**config.mk**
```make
export PLATFORM = sky130hd
export DESIGN_NAME = detector_readout_sequencer
export DESIGN_NICKNAME = d
export VERILOG_FILES = /design/src/drs_pkg.sv /design/src/detector_readout_sequencer.sv
export SDC_FILE = /design/constraint.sdc
export NUM_CORES = 1
export LEC_CHECK = 0
export ABC_AREA = 1
export ABC_CLOCK_PERIOD_IN_PS = 5300
export BUFFER_PORTS_ARGS = -buffer_cell sky130_fd_sc_hd__buf_2
export CAP_MARGIN = 0
export CORE_MARGIN = 10
export CORE_UTILIZATION = 60
export DETAILED_ROUTE_END_ITERATION = 6
export PLACE_DENSITY = 0.92
export SLEW_MARGIN = 20
export SYNTH_ARGS = -nofsm -noshare
export SYNTH_HDL_FRONTEND = slang
export SYNTH_SLANG_ARGS = --single-unit
```
**constraint.sdc**
```tcl
create_clock -name clk -period 5.3 [get_ports clk]
set_input_delay 1.06 -clock clk [delete_from_list [all_inputs] [get_ports clk]]
set_output_delay 1.06 -clock clk [all_outputs]
set_load 0.005 [all_outputs]
```
**src/drs_pkg.sv**
```systemverilog
package drs_pkg;

	// width of the geometry registers as written through the config port
	localparam int CFG_W = 13;
	// row counter spans image plus skipped rows, column counter the same for columns / 4
	localparam int ROW_CNT_W = CFG_W + 1;
	localparam int COL_CNT_W = CFG_W - 1;

	localparam int LANE_W = 16;
	localparam int LANES = 4;
	localparam int LANE_SUM_W = LANE_W + 2;

	localparam int ACT_W = 4;

	localparam int APB_ADDR_W = 5;
	localparam int APB_DATA_W = 32;

	localparam int REG_IDX_W = 3;
	localparam logic [REG_IDX_W-1:0] REG_IMAGE_ROWS = 3'd0;
	localparam logic [REG_IDX_W-1:0] REG_IMAGE_COLS = 3'd1;
	localparam logic [REG_IDX_W-1:0] REG_SKIP_ROWS = 3'd2;
	localparam logic [REG_IDX_W-1:0] REG_SKIP_COLS = 3'd3;
	localparam logic [REG_IDX_W-1:0] REG_SINGLE_PIXEL = 3'd4;

	localparam logic [CFG_W-1:0] IMAGE_ROWS_RST = 13'd6;
	localparam logic [CFG_W-1:0] IMAGE_COLS_RST = 13'd32;

	typedef enum logic [ACT_W-1:0] {
		ACT_IDLE = 4'd0,
		ACT_ROWSYNC = 4'd1,
		ACT_ROWPHI1 = 4'd2,
		ACT_ROWPHI2 = 4'd3,
		ACT_COLSYNC = 4'd4,
		ACT_COLPHI1 = 4'd5,
		ACT_COLPHI2 = 4'd6,
		ACT_READ = 4'd7,
		ACT_FRAME_END = 4'd8
	} act_t;

	typedef enum logic [11:0] {
		PH_IDLE = 12'b0000_0000_0001,
		PH_SKIPROW = 12'b0000_0000_0010,
		PH_OP_COLSYNC = 12'b0000_0000_0100,
		PH_OP_SKIPCOL = 12'b0000_0000_1000,
		PH_OP_ROWS = 12'b0000_0001_0000,
		PH_ROW_BEGIN = 12'b0000_0010_0000,
		PH_COLSYNC = 12'b0000_0100_0000,
		PH_SKIPCOL = 12'b0000_1000_0000,
		PH_READPHI = 12'b0001_0000_0000,
		PH_READ = 12'b0010_0000_0000,
		PH_FINAL = 12'b0100_0000_0000,
		PH_END = 12'b1000_0000_0000
	} phase_t;

endpackage

```
**src/detector_readout_sequencer.sv**
```systemverilog
// Frame sequencer for a four-lane detector readout. A word with tuser low starts a
// frame and returns row sync; each word with tuser high returns the next clocking
// action (row phases, column sync, column phases, reads) and finally frame end with
// the wrapping sum of all lane samples taken on read actions. Every input word gives
// exactly one output word. Throughput is one word per clock while m_tready is high:
// a word is held in the input register, and the sequencer state and running sum
// update as it moves to the output register. Geometry registers are written through the
// APB port; the user must write them only while no word is in flight (not enforced).
// Row and column counts saturate at MAX_ROWS and MAX_COLS; column counts are used divided by four.
module detector_readout_sequencer
	import drs_pkg::*;
#(
	parameter int MAX_ROWS = 4096,
	parameter int MAX_COLS = 4096,
	parameter int SUM_WIDTH = 24
) (
	input logic clk,
	input logic arst_n,

	input logic s_tvalid,
	output logic s_tready,
	input logic [LANES*LANE_W-1:0] s_tdata, // lane0_sample, lane1_sample, lane2_sample, lane3_sample
	input logic s_tuser, // mode

	output logic m_tvalid,
	input logic m_tready,
	output logic [((ACT_W+SUM_WIDTH+7)/8)*8-1:0] m_tdata, // action, frame_sum
	output logic m_tlast, // frame_last

	input logic psel,
	input logic penable,
	input logic pwrite,
	input logic [APB_ADDR_W-1:0] paddr,
	input logic [APB_DATA_W-1:0] pwdata,
	output logic [APB_DATA_W-1:0] prdata,
	output logic pready
);

	localparam int OUT_W = ((ACT_W + SUM_WIDTH + 7) / 8) * 8;

	// config registers
	logic [CFG_W-1:0] image_rows_q, image_cols_q, skip_rows_q, skip_cols_q;
	logic single_pixel_q;
	logic [CFG_W-1:0] wval;
	logic [CFG_W-1:0] wrows_sat, wcols_sat;
	logic cfg_wr;
	logic [REG_IDX_W-1:0] reg_idx;

	assign pready = 1'b1;
	assign cfg_wr = psel & penable & pwrite & pready;
	assign reg_idx = paddr[APB_ADDR_W-1:2];
	assign wval = pwdata[CFG_W-1:0];
	assign wrows_sat = (32'(wval) > 32'(MAX_ROWS)) ? CFG_W'(MAX_ROWS) : wval;
	assign wcols_sat = (32'(wval) > 32'(MAX_COLS)) ? CFG_W'(MAX_COLS) : wval;

	always_ff @(posedge clk or negedge arst_n) begin
		if (!arst_n) begin
			image_rows_q <= IMAGE_ROWS_RST;
			image_cols_q <= IMAGE_COLS_RST;
			skip_rows_q <= '0;
			skip_cols_q <= '0;
			single_pixel_q <= 1'b0;
		end else if (cfg_wr) begin
			unique case (reg_idx)
				REG_IMAGE_ROWS: image_rows_q <= wrows_sat;
				REG_IMAGE_COLS: image_cols_q <= wcols_sat;
				REG_SKIP_ROWS: skip_rows_q <= wrows_sat;
				REG_SKIP_COLS: skip_cols_q <= wcols_sat;
				REG_SINGLE_PIXEL: single_pixel_q <= pwdata[0];
				default: ;
			endcase
		end
	end

	always_comb begin
		prdata = '0;
		unique case (reg_idx)
			REG_IMAGE_ROWS: prdata = APB_DATA_W'(image_rows_q);
			REG_IMAGE_COLS: prdata = APB_DATA_W'(image_cols_q);
			REG_SKIP_ROWS: prdata = APB_DATA_W'(skip_rows_q);
			REG_SKIP_COLS: prdata = APB_DATA_W'(skip_cols_q);
			REG_SINGLE_PIXEL: prdata = APB_DATA_W'(single_pixel_q);
			default: prdata = '0;
		endcase
	end

	// input register
	logic valid_s1;
	logic mode_s1;
	logic [LANES*LANE_W-1:0] lanes_s1;
	logic adv;
	logic out_valid_q;

	assign adv = valid_s1 & (~out_valid_q | m_tready);
	assign s_tready = ~valid_s1 | adv;

	always_ff @(posedge clk or negedge arst_n) begin
		if (!arst_n) begin
			valid_s1 <= 1'b0;
		end else if (s_tready) begin
			valid_s1 <= s_tvalid;
		end
	end

	always_ff @(posedge clk) begin
		if (s_tvalid && s_tready) begin
			mode_s1 <= s_tuser;
			lanes_s1 <= s_tdata;
		end
	end

	// sequencer state
	phase_t phase_q, phase_n;
	logic [ROW_CNT_W-1:0] row_q, row_n, row_inc, nrows;
	logic [COL_CNT_W-1:0] col_q, col_n, cskip, ncols;
	logic [SUM_WIDTH-1:0] sum_q, sum_n, sum_add;
	logic [LANE_SUM_W-1:0] lane_total;
	act_t act_n;
	logic last_n;
	logic row_skip_left, rows_left, rows_left_inc, cskip_left, cols_left;
	act_t row_ph, row_ph_inc, col_ph;

	assign nrows = ROW_CNT_W'(image_rows_q) + ROW_CNT_W'(skip_rows_q);
	assign cskip = COL_CNT_W'(skip_cols_q[CFG_W-1:2]);
	assign ncols = cskip + COL_CNT_W'(image_cols_q[CFG_W-1:2]);
	assign row_inc = row_q + ROW_CNT_W'(1);

	assign row_skip_left = row_q < ROW_CNT_W'(skip_rows_q);
	assign rows_left = row_q < nrows;
	assign rows_left_inc = row_inc < nrows;
	assign cskip_left = col_q < cskip;
	assign cols_left = col_q < ncols;

	// odd rows and columns take phase 1
	assign row_ph = row_q[0] ? ACT_ROWPHI1 : ACT_ROWPHI2;
	assign row_ph_inc = row_inc[0] ? ACT_ROWPHI1 : ACT_ROWPHI2;
	assign col_ph = col_q[0] ? ACT_COLPHI1 : ACT_COLPHI2;

	assign lane_total = LANE_SUM_W'(lanes_s1[0*LANE_W +: LANE_W])
		+ LANE_SUM_W'(lanes_s1[1*LANE_W +: LANE_W])
		+ LANE_SUM_W'(lanes_s1[2*LANE_W +: LANE_W])
		+ LANE_SUM_W'(lanes_s1[3*LANE_W +: LANE_W]);
	assign sum_add = sum_q + SUM_WIDTH'(lane_total);

	// phases that emit nothing are folded into the one that follows them
	always_comb begin
		phase_n = phase_q;
		row_n = row_q;
		col_n = col_q;
		sum_n = sum_q;
		act_n = ACT_IDLE;
		last_n = 1'b0;
		if (!mode_s1) begin
			phase_n = PH_SKIPROW;
			row_n = '0;
			col_n = '0;
			sum_n = '0;
			act_n = ACT_ROWSYNC;
		end else begin
			unique case (phase_q)
				PH_SKIPROW: begin
					if (row_skip_left) begin
						row_n = row_inc;
						act_n = row_ph;
					end else if (single_pixel_q) begin
						col_n = '0;
						phase_n = PH_OP_SKIPCOL;
						act_n = ACT_COLSYNC;
					end else if (rows_left) begin
						phase_n = PH_COLSYNC;
						act_n = row_ph;
					end else begin
						sum_n = sum_add;
						phase_n = PH_END;
						act_n = ACT_READ;
					end
				end
				PH_OP_COLSYNC, PH_COLSYNC: begin
					col_n = '0;
					phase_n = (phase_q == PH_OP_COLSYNC) ? PH_OP_SKIPCOL : PH_SKIPCOL;
					act_n = ACT_COLSYNC;
				end
				PH_OP_SKIPCOL, PH_OP_ROWS: begin
					if (phase_q == PH_OP_SKIPCOL && cskip_left) begin
						col_n = col_q + COL_CNT_W'(1);
						act_n = col_ph;
					end else if (rows_left && cols_left) begin
						col_n = col_q + COL_CNT_W'(1);
						sum_n = sum_add;
						phase_n = PH_OP_ROWS;
						act_n = ACT_READ;
					end else begin
						if (rows_left) begin
							row_n = nrows;
						end
						sum_n = sum_add;
						phase_n = PH_END;
						act_n = ACT_READ;
					end
				end
				PH_ROW_BEGIN: begin
					if (rows_left) begin
						phase_n = PH_COLSYNC;
						act_n = row_ph;
					end else begin
						sum_n = sum_add;
						phase_n = PH_END;
						act_n = ACT_READ;
					end
				end
				PH_SKIPCOL, PH_READPHI: begin
					if (phase_q == PH_SKIPCOL && cskip_left) begin
						col_n = col_q + COL_CNT_W'(1);
						act_n = col_ph;
					end else if (cols_left) begin
						phase_n = PH_READ;
						act_n = col_ph;
					end else begin
						// row done, next row begins at once
						row_n = row_inc;
						if (rows_left_inc) begin
							phase_n = PH_COLSYNC;
							act_n = row_ph_inc;
						end else begin
							sum_n = sum_add;
							phase_n = PH_END;
							act_n = ACT_READ;
						end
					end
				end
				PH_READ: begin
					col_n = col_q + COL_CNT_W'(1);
					sum_n = sum_add;
					phase_n = PH_READPHI;
					act_n = ACT_READ;
				end
				PH_FINAL: begin
					sum_n = sum_add;
					phase_n = PH_END;
					act_n = ACT_READ;
				end
				PH_END: begin
					phase_n = PH_IDLE;
					act_n = ACT_FRAME_END;
					last_n = 1'b1;
				end
				PH_IDLE: begin
					act_n = ACT_IDLE;
				end
				default: begin
					phase_n = PH_IDLE;
					act_n = ACT_IDLE;
				end
			endcase
		end
	end

	always_ff @(posedge clk or negedge arst_n) begin
		if (!arst_n) begin
			phase_q <= PH_IDLE;
			row_q <= '0;
			col_q <= '0;
			sum_q <= '0;
		end else if (adv) begin
			phase_q <= phase_n;
			row_q <= row_n;
			col_q <= col_n;
			sum_q <= sum_n;
		end
	end

	// output register
	act_t act_s2;
	logic [SUM_WIDTH-1:0] frame_sum_s2;
	logic last_s2;

	always_ff @(posedge clk or negedge arst_n) begin
		if (!arst_n) begin
			out_valid_q <= 1'b0;
		end else if (adv) begin
			out_valid_q <= 1'b1;
		end else if (m_tready) begin
			out_valid_q <= 1'b0;
		end
	end

	always_ff @(posedge clk) begin
		if (adv) begin
			act_s2 <= act_n;
			last_s2 <= last_n;
			frame_sum_s2 <= last_n ? sum_q : '0;
		end
	end

	assign m_tvalid = out_valid_q;
	assign m_tdata = OUT_W'({frame_sum_s2, act_s2});
	assign m_tlast = last_s2;

endmodule

```
# After elaboration in Yosys (flattened, before gate mapping)

Index checks and enable logic that the tools add are counted.

Word-level logic and storage cells: 140
Input bits: 109
Output and inout bits: 68
Register bits: 211

Bitwise logic cells: 7
Reduce and logical (&&, ||, !) cells: 19
Mux-type cells: 52
$add $sub $neg: 8
Magnitude comparators: 6
Eq/ne operators: 32

Operators with widths:

| cell                    | count |
|---|---|
| $mux W24                | 8 |
| $mux W12                | 15 |
| $pmux W24 S5            | 1 |
| $mux W14                | 7 |
| $pmux W12 S8            | 1 |
| $pmux W13 S5            | 1 |
| $pmux W12 S5            | 1 |
| $pmux W14 S3            | 1 |
| $ne A3 B3 Y1 const B    | 11 |
| $lt A14 B14 Y1          | 2 |
| $pmux W4 S7             | 1 |
| $add A24 B18 Y24        | 1 |
| $add A17 B16 Y18        | 1 |
| $add A18 B16 Y18        | 1 |
| $mux W3                 | 6 |
| $add A16 B16 Y17        | 1 |
| $reduce_and A8 Y1       | 2 |
| $add A13 B13 Y14        | 1 |
| $add A14 B1 Y14 const B | 1 |
| $lt A14 B13 Y1          | 1 |
| $gt A13 B13 Y1 const B  | 1 |
| $mux W13                | 1 |
| $add A11 B11 Y12        | 1 |
| $add A12 B1 Y12 const B | 1 |
| 35 further kinds        | 56 |

# Depth between registers and ports, before layout

Gate-level depths: netlist (run 1).

Word-level depth: 9
Depth in mapped cells: 30
Gate-level depth less buffers: 29

# Worst setup path before layout (run 1)

OpenSTA, ideal clock, no wires.

Path type: register -> register
From: register lanes_s1[3]
To: register sum_q[16]
Slack: 1.727 ns
Data required time: 5.183 ns
Buffers on the path: 0
Period minus slack after synthesis: 3.573 ns
Stages on the path, launching flop included: 20
Arrival: 3.456 ns
Setup time: 0.117 ns
Path through: edfxtp_1 inv_1 fa_1 inv_1 fa_1 inv_1 fa_1 inv_1 ha_1 a21oi_1 nand2_1 nand2_1 nand2_1 a21oi_1 o21ai_0 a21oi_1 xor2_1 nor2_1 nand4_1 nand2_1

Cells in the longest elaborated chain, start to end: 9

Ends and longest elaborated chain:

| item                               | RTL line                                                                                                | RTL |
|---|---|---|
| start, declared                    | detector_readout_sequencer.sv:90                                                                        | `logic [LANES*LANE_W-1:0] lanes_s1;` |
| start signal, assigned             | detector_readout_sequencer.sv:108                                                                       | `lanes_s1 <= s_tdata;` |
| $add A16 B16 Y17 *                 | detector_readout_sequencer.sv:140                                                                       | `+ LANE_SUM_W'(lanes_s1[1*LANE_W +: LANE_W])` |
| $add A17 B16 Y18 *                 | detector_readout_sequencer.sv:141                                                                       | `+ LANE_SUM_W'(lanes_s1[2*LANE_W +: LANE_W])` |
| $add A18 B16 Y18 *                 | detector_readout_sequencer.sv:142                                                                       | `+ LANE_SUM_W'(lanes_s1[3*LANE_W +: LANE_W]);` |
| $add A24 B18 Y24 *                 | detector_readout_sequencer.sv:143                                                                       | `assign sum_add = sum_q + SUM_WIDTH'(lane_total);` |
| $mux W24, on equally long branches | detector_readout_sequencer.sv:221, detector_readout_sequencer.sv:169, detector_readout_sequencer.sv:202 |  |
| $mux W24, on equally long branches | detector_readout_sequencer.sv:215, detector_readout_sequencer.sv:165                                    |  |
| $mux W24, on equally long branches | detector_readout_sequencer.sv:212, detector_readout_sequencer.sv:162                                    |  |
| $pmux W24 S5 *                     | detector_readout_sequencer.sv:160                                                                       | `unique case (phase_q)` |
| $mux W24 *                         | detector_readout_sequencer.sv:153                                                                       | `if (!mode_s1) begin` |
| end signal, assigned               | detector_readout_sequencer.sv:268                                                                       | `sum_q <= sum_n;` |
| end, declared                      | detector_readout_sequencer.sv:116                                                                       | `logic [SUM_WIDTH-1:0] sum_q, sum_n, sum_add;` |

Every way passes the cells marked *; elsewhere a longest branch is shown, timed or not. The select of a mux whose other input is x is not followed.
A chain may end at the register's enable or synchronous reset.

# Final worst setup path (run 1)

From: register skip_cols_q[2]
To: register sum_q[19]

Cells in the longest elaborated chain, start to end: 4

Ends and longest elaborated chain:

| item                                               | RTL line                                                             | RTL |
|---|---|---|
| start, declared                                    | detector_readout_sequencer.sv:42                                     | `logic [CFG_W-1:0] image_rows_q, image_cols_q, skip_rows_q, skip_cols_q;` |
| start signal, assigned                             | detector_readout_sequencer.sv:68                                     | `REG_SKIP_COLS: skip_cols_q <= wcols_sat;` |
| $add A11 B11 Y12 or $lt A12 B11 Y1 (tied branches) | detector_readout_sequencer.sv:125, detector_readout_sequencer.sv:131 |  |
| $lt A12 B12 Y1 (tied with other cells)             | detector_readout_sequencer.sv:132                                    | `assign cols_left = col_q < ncols;` |
| $ne A3 B3 Y1 (no source line)                      | n/a                                                                  |  |
| $reduce_and A8 Y1 (no source line) *               | n/a                                                                  |  |

Every way passes the cells marked *; elsewhere a longest branch is shown, timed or not.

==> impl_results.md, run 1 <==
* Result of the run: complete, no violations
* Proportion of register bits with asynchronous set or reset after synthesis at 54.8%
* Number of sinks handled by clock tree synthesis at 208
* Warnings, synthesis at 0
* Detailed router's first-iteration violation count at 1370
* Setup repair after global routing missed its margin: false
* Net switching fraction of the power at 42.8%
* Routed Wire Length at 35700 um
* Final HPWL DP at 26700 um
* Register area at 5680 sq um
* Post-synth EDFFs at 94
* Cell Area, Synth at 14000 sq um
* Clock root buffer master: sky130_fd_sc_hd__clkbuf_16
* DR vias at 12100
* Cell row count at 55
* Number of max-cap violations at 0
* NumNets Final at 2025
* Vias in the first global route at 11800
* Drt wl/cell at 17.1 um
* Post-Place Worst Slack at 0.788 ns
* Pin slew with the least headroom to its limit at 1.07 ns
* Power per Cell Area at 423 nW/um^2
* Clock slew at reported path FFs at 0.06 ns
* Antenna cells at 0
* CP Data Arrival Time at 5.00 ns
* Sequential fraction of the synthesis area at 40.6%
* Synthesis-to-layout area growth at 11.0%
* Num CTS Buffers at 23
* Standby leakage power at 7.62 nW
* Class of the tightest hold or removal check: in2async
* Multi-input gate area in the final layout at 7110 sq um
* Total of buffers placed on input and output ports at 131
* Die Width at 173 um
* Initial Util at 61.4%
* Final design area excluding fillers at 15500 sq um
* Launching element type of the critical path: flop
* Final-layout setup total negative slack at 0 ns
* Worst vdd rail ir drop at 0.306 mV
* Data required, critical path at 5.69 ns
* Critical path class: reg2reg
* Number of buffer and inverter instances along the worst setup path at 0
* Gr ovfl total at 0
* Final estimated routing congestion in global placement at 0.946
* Share of total power in sequential cells at 32.0%
* Number of flip-flops and latches in the synthesized netlist at 208
* Floorplan die area at 29800 sq um
* Syn_area_per_cell at 8.51 sq um
* Clock insertion delay at the later pin of the skew report at 0.53 ns
* Combinational Power Share at 45.5%
* Core footprint at 22800 sq um
* Worst relative slew slack at 28.5%
* Clock tree from TritonCTS: yes
* Most common cell after layout, fill and taps aside: sky130_fd_sc_hd__nand2_1
* Post-DR vias/cell at 5.76
* Ordered cell list for the critical path: ha_1, fa_1, nand3_1, nand2_1, a21oi_1, o21ai_0, a21oi_1, o21ai_0, nand2_1, nand2_1, a21oi_1, xor2_1, ha_1, nand2_1, o21ai_0, a21oi_1, nand2_1, nor3_1, nand3b_1, nor3_4, nand3_4, nand2_1, nand2_1
* Gate count of the mapped netlist at 1642
* Highest-delay cell along the critical path: sky130_fd_sc_hd__nor3_4
* Number of design rule violations left after detail routing at 0
* Number of max-slew violations in the final report at 0
* Io pins at 177
* Total number of H-tree levels at 1
* Crit Path Max Fanout at 24
* Capturing element type of the critical path: flop
* Layout cell share with drive strength beyond 1 at 11.8%
* Clock network fraction of total power at 22.5%
* Placed cell area at 14800 sq um
* Clock Skews at 0.0270 ns
* Minimum period implied by the final worst setup slack at 4.61 ns
* Post_cts resized at 0
* Worst Hold Slack at 0.386 ns
* Commonest register cell after synthesis: sky130_fd_sc_hd__dfrtp_1
* Overall die height at 173 um
* Post-CTS Setup Bufs at 0
* Switching power total at 0.00281 W
* Dominant delay contributor by cell family on the critical path: simple AND/OR/NAND/NOR gates
* Number of endpoints with negative hold slack in the final report at 0
* Antenna violations before repair at 0
* Global-route wire length before repair at 58700 um
* Most frequent cells in the layout: sky130_fd_sc_hd__nand2_1, sky130_fd_sc_hd__inv_1, sky130_fd_sc_hd__buf_2, sky130_fd_sc_hd__nor2_1, sky130_fd_sc_hd__dfrtp_1
* Delay contributed by the slowest stage of the critical path at 0.45 ns
* PnR Total Power at 0.00657 W
* Final setup fails at 0
* Worst-case clock buffer depth at 3
* Number of unique standard cell types used by synthesis at 54
* 1st-pass router iterations at 6
* Pint at 0.00376 W
* Fillcell total at 1715
* Slack of the critical path at 0.686 ns
* FMAX at 217 MHz
* Count of hold-fix buffers inserted at cts at 0
* Cell repeated most along the worst path: sky130_fd_sc_hd__nand2_1
* Pin count of the biggest net entering global routing at 66
* Number of nets with antenna violations after detailed routing at 0
* Total global routing track utilization at 23.2%
* Part of the cycle the worst path needs at 87.1%
## kinds of logic (layout without fill, tap and decap cells)
kind of cell               after synthesis  after routing  share of synthesized area [%]
AOI/OAI and AO/OA                      250            250                           10.3
xor gates and xnor gates                38             38                           2.38
adders and majority gates              151            151                           16.1
buffers and inverters                  308            426                           9.18
DFF                                    208            208                           40.6
other                                    2             24                         0.0537
and+or+nand+nor                        685            685                           21.3
## power by group through the flow
stage,combinational [W],sequential (W),clock (W)
6_report,0.00299,0.00211,0.00148
5_1_grt,0.00335,0.00213,0.00157
4_1_cts,0.00292,0.00210,0.00150
3_5_place_dp,0.00284,0.00213,0
3_3_place_gp,0.00271,0.00212,0
2_1_floorplan,0.00215,0.00208,0
## final cells by class
type,count,share of cell area [%]
Clock buffer,27,3.87
Tap cell,313,2.52
Clock inverter,15,0.637
Inverter,244,5.90
Timing Repair Buffer,140,4.68
Sequential cell,208,36.6
Multi-Input combinational cell,1148,45.8
## layer usage
| metal | GRT usage, % | vias up | wire [um] |
|---|---|---|---|
| li1 | - | 5667 | - |
| met1 | 30.1 | 5715 | 14300 |
| met2 | 39.1 | 591 | 17500 |
| met3 | 3.57 | 94 | 3030 |
| met4 | 7.43 | 0 | 962 |
| met5 | 0 | - | 0 |
## per-stage QoR
step	std cells	util, %
after global routing	2095	68.1
after CTS	2095	68.1
final	2095	68.1
after floorplan	1664	-
after detailed placement	2053	65.1
after global placement	2053	65.1
## worst reg2reg max path, cell delays in order (launching register included)
cell and delay [ns]:
sky130_fd_sc_hd__dfrtp_1 0.42, sky130_fd_sc_hd__ha_1 0.23, sky130_fd_sc_hd__fa_1 0.42, sky130_fd_sc_hd__nand3_1 0.11
sky130_fd_sc_hd__nand2_1 0.09, sky130_fd_sc_hd__a21oi_1 0.13, sky130_fd_sc_hd__o21ai_0 0.15, sky130_fd_sc_hd__a21oi_1 0.16
sky130_fd_sc_hd__o21ai_0 0.14, sky130_fd_sc_hd__nand2_1 0.09, sky130_fd_sc_hd__nand2_1 0.05, sky130_fd_sc_hd__a21oi_1 0.15
sky130_fd_sc_hd__xor2_1 0.09, sky130_fd_sc_hd__ha_1 0.27, sky130_fd_sc_hd__nand2_1 0.06, sky130_fd_sc_hd__o21ai_0 0.20
sky130_fd_sc_hd__a21oi_1 0.06, sky130_fd_sc_hd__nand2_1 0.15, sky130_fd_sc_hd__nor3_1 0.10, sky130_fd_sc_hd__nand3b_1 0.26
sky130_fd_sc_hd__nor3_4 0.45, sky130_fd_sc_hd__nand3_4 0.41, sky130_fd_sc_hd__nand2_1 0.21, sky130_fd_sc_hd__nand2_1 0.08
## sequential cells by signal, summed over array words and instances, names as in the netlist, 4 cells and up
register and flops:
col_q 12, lanes_s1 64, image_cols_q 13, skip_rows_q 13
image_rows_q 13, sum_q 24, frame_sum_s2 24, row_q 14
phase_q 9, act_s2 4, skip_cols_q 13
## synth_stat cells, drive strengths merged (41+ instances only)
master / instances / area share (%)
nand2: 388 / 10
inv: 243 / 6.5
nor2: 121 / 3.4
dfrtp: 110 / 20
ha: 102 / 9.1
o21ai: 100 / 3.6
edfxtp: 94 / 20
nand3: 83 / 3.2
a21oi: 78 / 2.9
nand4: 56 / 2.5
fa: 49 / 7.0
buf: 41 / 2.0
## path summary, 6_finish.rpt
| kind | to | startpoint | cells past startpoint | slack, ns |
|---|---|---|---|---|
| worst max-delay path | sum_q[19]$_DFFE_PN0P_ | skip_cols_q[2]$_DFFE_PN0P_ | 23 | 0.69 |
| worst min-delay path | image_rows_q[4]$_DFFE_PN0P_ | arst_n | 1 | 0.39 |
| worst max register to register | sum_q[19]$_DFFE_PN0P_ | skip_cols_q[2]$_DFFE_PN0P_ | 23 | 0.69 |
| worst min register to register | sum_q[4]$_DFFE_PN0P_ | sum_q[4]$_DFFE_PN0P_ | 2 | 0.48 |
| max in group asynchronous | sum_q[19]$_DFFE_PN0P_ | arst_n | 2 | 3.97 |
| min in group clk | sum_q[4]$_DFFE_PN0P_ | sum_q[4]$_DFFE_PN0P_ | 2 | 0.48 |
(Power assumes the default switching activity.)
==> run 2: changes to the inputs <==
--- a/config.mk
+++ b/config.mk
@@ -7,7 +7,7 @@
 export LEC_CHECK = 0
 export ABC_AREA = 1
 export ABC_CLOCK_PERIOD_IN_PS = 5300
-export BUFFER_PORTS_ARGS = -buffer_cell sky130_fd_sc_hd__buf_2
+export BUFFER_PORTS_ARGS = -buffer_cell sky130_fd_sc_hd__buf_4
 export CAP_MARGIN = 0
 export CORE_MARGIN = 10
 export CORE_UTILIZATION = 60
==> run 2 against run 1 <==
Effect of this change: non-clock buffer count is 3 higher; total power is 3.7% higher; clock skew decreased by 0.012 ns; register-to-register slack better by 0.06 ns; die area did not move; clock-buffer cell count up 4; combinational power increased by 4%; via count up 1.7%; sequential power about the same; largest cell class unchanged; flip-flop and latch count did not move.
==> impl_results.md, run 2 (synthesis results as in run 1) <==
* Floorplan die area at 29800 sq um
* Register bank with the most flops: lanes_s1
* GRT met3 Usage at 4.25%
* FMAX at 219 MHz
* Grt peak-use layer: met2
* Minimum period implied by the final worst setup slack at 4.56 ns
* Number of design rule violations left after detail routing at 0
* Max FFs per register at 64
* Detailed router's first-iteration violation count at 1184
* Total number of H-tree levels at 1
* Most frequent cells in the layout: sky130_fd_sc_hd__nand2_1, sky130_fd_sc_hd__inv_1, sky130_fd_sc_hd__buf_4, sky130_fd_sc_hd__nor2_1, sky130_fd_sc_hd__dfrtp_1
* Part of the cycle the worst path needs at 86.0%
* Crit Path Max Fanout at 24
* Die Width at 173 um
* Gr ovfl total at 0
* PnR Total Power at 0.00682 W
* Worst-case clock buffer depth at 3
* Cell row count at 55
* Slack of the critical path at 0.742 ns
* Post-DR vias/cell at 5.85
* Num CTS Buffers at 23
* NumNets Final at 2028
* Number of endpoints with negative hold slack in the final report at 0
* Clock root buffer master: sky130_fd_sc_hd__clkbuf_16
* Placed cell area at 15200 sq um
* Number of nets with antenna violations after detailed routing at 0
* Global-route wire length before repair at 59700 um
* Core footprint at 22800 sq um
* Registers with the highest flip-flop counts: lanes_s1: 64 flops, frame_sum_s2: 24 flops, sum_q: 24 flops
* Final-layout setup total negative slack at 0 ns
* Standby leakage power at 7.77 nW
* Initial Util at 61.4%
* Layout cell share with drive strength beyond 1 at 11.9%
* Final HPWL DP at 26900 um
* Overall die height at 173 um
* Pin count of the biggest net entering global routing at 73
* Number of max-cap violations at 0
* Antenna violations before repair at 0
* Total of buffers placed on input and output ports at 131
* Io pins at 177
* Post-Place Worst Slack at 0.798 ns
* Routed Wire Length at 37100 um
* Result of the run: complete, no violations
* Register-to-register setup slack at 0.74 ns
* Most common cell after layout, fill and taps aside: sky130_fd_sc_hd__nand2_1
* Drt wl/cell at 17.7 um
* DR vias at 12300
* Post_cts resized at 0
* Launching element type of the critical path: flop
* Vias in the first global route at 12000
* Clock insertion delay at the later pin of the skew report at 0.53 ns
* CP Data Arrival Time at 4.97 ns
* Clock tree from TritonCTS: yes
* Class of the tightest hold or removal check: reg2reg
* Capturing element type of the critical path: flop
* Worst relative slew slack at 25.2%
* Worst vdd rail ir drop at 0.288 mV
* Data required, critical path at 5.71 ns
* Final design area excluding fillers at 15900 sq um
* Setup repair after global routing missed its margin: false
* Number of max-slew violations in the final report at 0
* Critical path class: reg2reg
* Clock Skews at 0.0151 ns
* Pin slew with the least headroom to its limit at 1.12 ns
* Final setup fails at 0
* Clock slew at reported path FFs at 0.06 ns
* Synthesis-to-layout area growth at 13.9%
* 1st-pass router iterations at 6
* Met2 Use GR at 40.0%
* Antenna cells at 0
* Post-CTS Setup Bufs at 0
* Power per Cell Area at 428 nW/um^2
* Final estimated routing congestion in global placement at 0.945
* Total global routing track utilization at 23.7%
* Number of sinks handled by clock tree synthesis at 208
* Global-route met1 utilization at 29.7%
* Count of hold-fix buffers inserted at cts at 0
[run 2: cell types whose count changed in the layout (fill, tap and decap cells not counted), moves of 2 or more]
cell / before / now
sky130_fd_sc_hd__buf_2: 130 / 0
sky130_fd_sc_hd__nor3_1: 19 / 21
sky130_fd_sc_hd__nor3_2: 4 / 2
sky130_fd_sc_hd__clkbuf_1: 3 / 5
sky130_fd_sc_hd__bufinv_16: 0 / 2
sky130_fd_sc_hd__clkinvlp_4: 4 / 1
sky130_fd_sc_hd__clkinv_1: 5 / 2
sky130_fd_sc_hd__buf_4: 10 / 143
sky130_fd_sc_hd__clkbuf_8: 1 / 3
[run 2: power by group]
group	total, W	internal, W	switching, W
Sequential	0.00211	0.00192	0.000186
Combinational	0.00310	0.00106	0.00204
Clock	0.00161	0.000945	0.000662
[run 2: final timing paths]
path,cells past startpoint,startpoint,end
hold reg to reg,2,sum_q[2]$_DFFE_PN0P_,sum_q[2]$_DFFE_PN0P_
min in group asynchronous,1,arst_n,skip_rows_q[8]$_DFFE_PN0P_
setup reg to reg,23,image_cols_q[2]$_DFFE_PN0P_,sum_q[5]$_DFFE_PN0P_
hold / removal,2,sum_q[2]$_DFFE_PN0P_,sum_q[2]$_DFFE_PN0P_
max in group asynchronous,2,arst_n,sum_q[6]$_DFFE_PN0P_
setup / recovery,23,image_cols_q[2]$_DFFE_PN0P_,sum_q[5]$_DFFE_PN0P_
[run 2: metal layers]
layer	vias up	wire length (um)
li1	5652	-
met1	5800	14400
met2	692	18000
met3	134	3470
met4	0	1290
met5	-	0
[run 2: layout make-up]
class / instances / area (sq um)
Clock buffer: 31 / 636
Clock inverter: 11 / 121
Fill cell: 1672 / 6860
Inverter: 244 / 916
Multi-Input combinational cell: 1148 / 7100
Sequential cell: 208 / 5680
Tap cell: 313 / 392
Timing Repair Buffer: 143 / 1070
[run 2: per-stage QoR]
stage / instances / util [%] / hold slack, ns
5_1_grt: 2098 / 69.9 / 0.494
3_5_place_dp: 2056 / 66.6 / 0.464
3_3_place_gp: 2056 / 66.6 / 0.458
4_1_cts: 2098 / 69.9 / 0.479
2_1_floorplan: 1664 / - / 0.442
6_report: 2098 / 69.9 / 0.478
[run 2: critical path, cell delays in order, from the launching register on]
cell	delay [ns]
sky130_fd_sc_hd__dfrtp_1	0.41
sky130_fd_sc_hd__ha_1	0.24
sky130_fd_sc_hd__fa_1	0.40
sky130_fd_sc_hd__nand3_1	0.11
sky130_fd_sc_hd__nand2_1	0.08
sky130_fd_sc_hd__a21oi_1	0.13
sky130_fd_sc_hd__o21ai_0	0.14
sky130_fd_sc_hd__a21oi_1	0.17
sky130_fd_sc_hd__o21ai_0	0.14
sky130_fd_sc_hd__nand2_1	0.10
sky130_fd_sc_hd__nand2_1	0.05
sky130_fd_sc_hd__a21oi_1	0.16
sky130_fd_sc_hd__xor2_1	0.09
sky130_fd_sc_hd__ha_1	0.27
sky130_fd_sc_hd__nand2_1	0.06
sky130_fd_sc_hd__o21ai_0	0.19
sky130_fd_sc_hd__a21oi_1	0.08
sky130_fd_sc_hd__nand2_1	0.16
sky130_fd_sc_hd__nor3_1	0.11
sky130_fd_sc_hd__nand3b_1	0.27
sky130_fd_sc_hd__nor3_4	0.42
sky130_fd_sc_hd__nand3_4	0.39
sky130_fd_sc_hd__nand2_1	0.21
sky130_fd_sc_hd__nand2_1	0.06
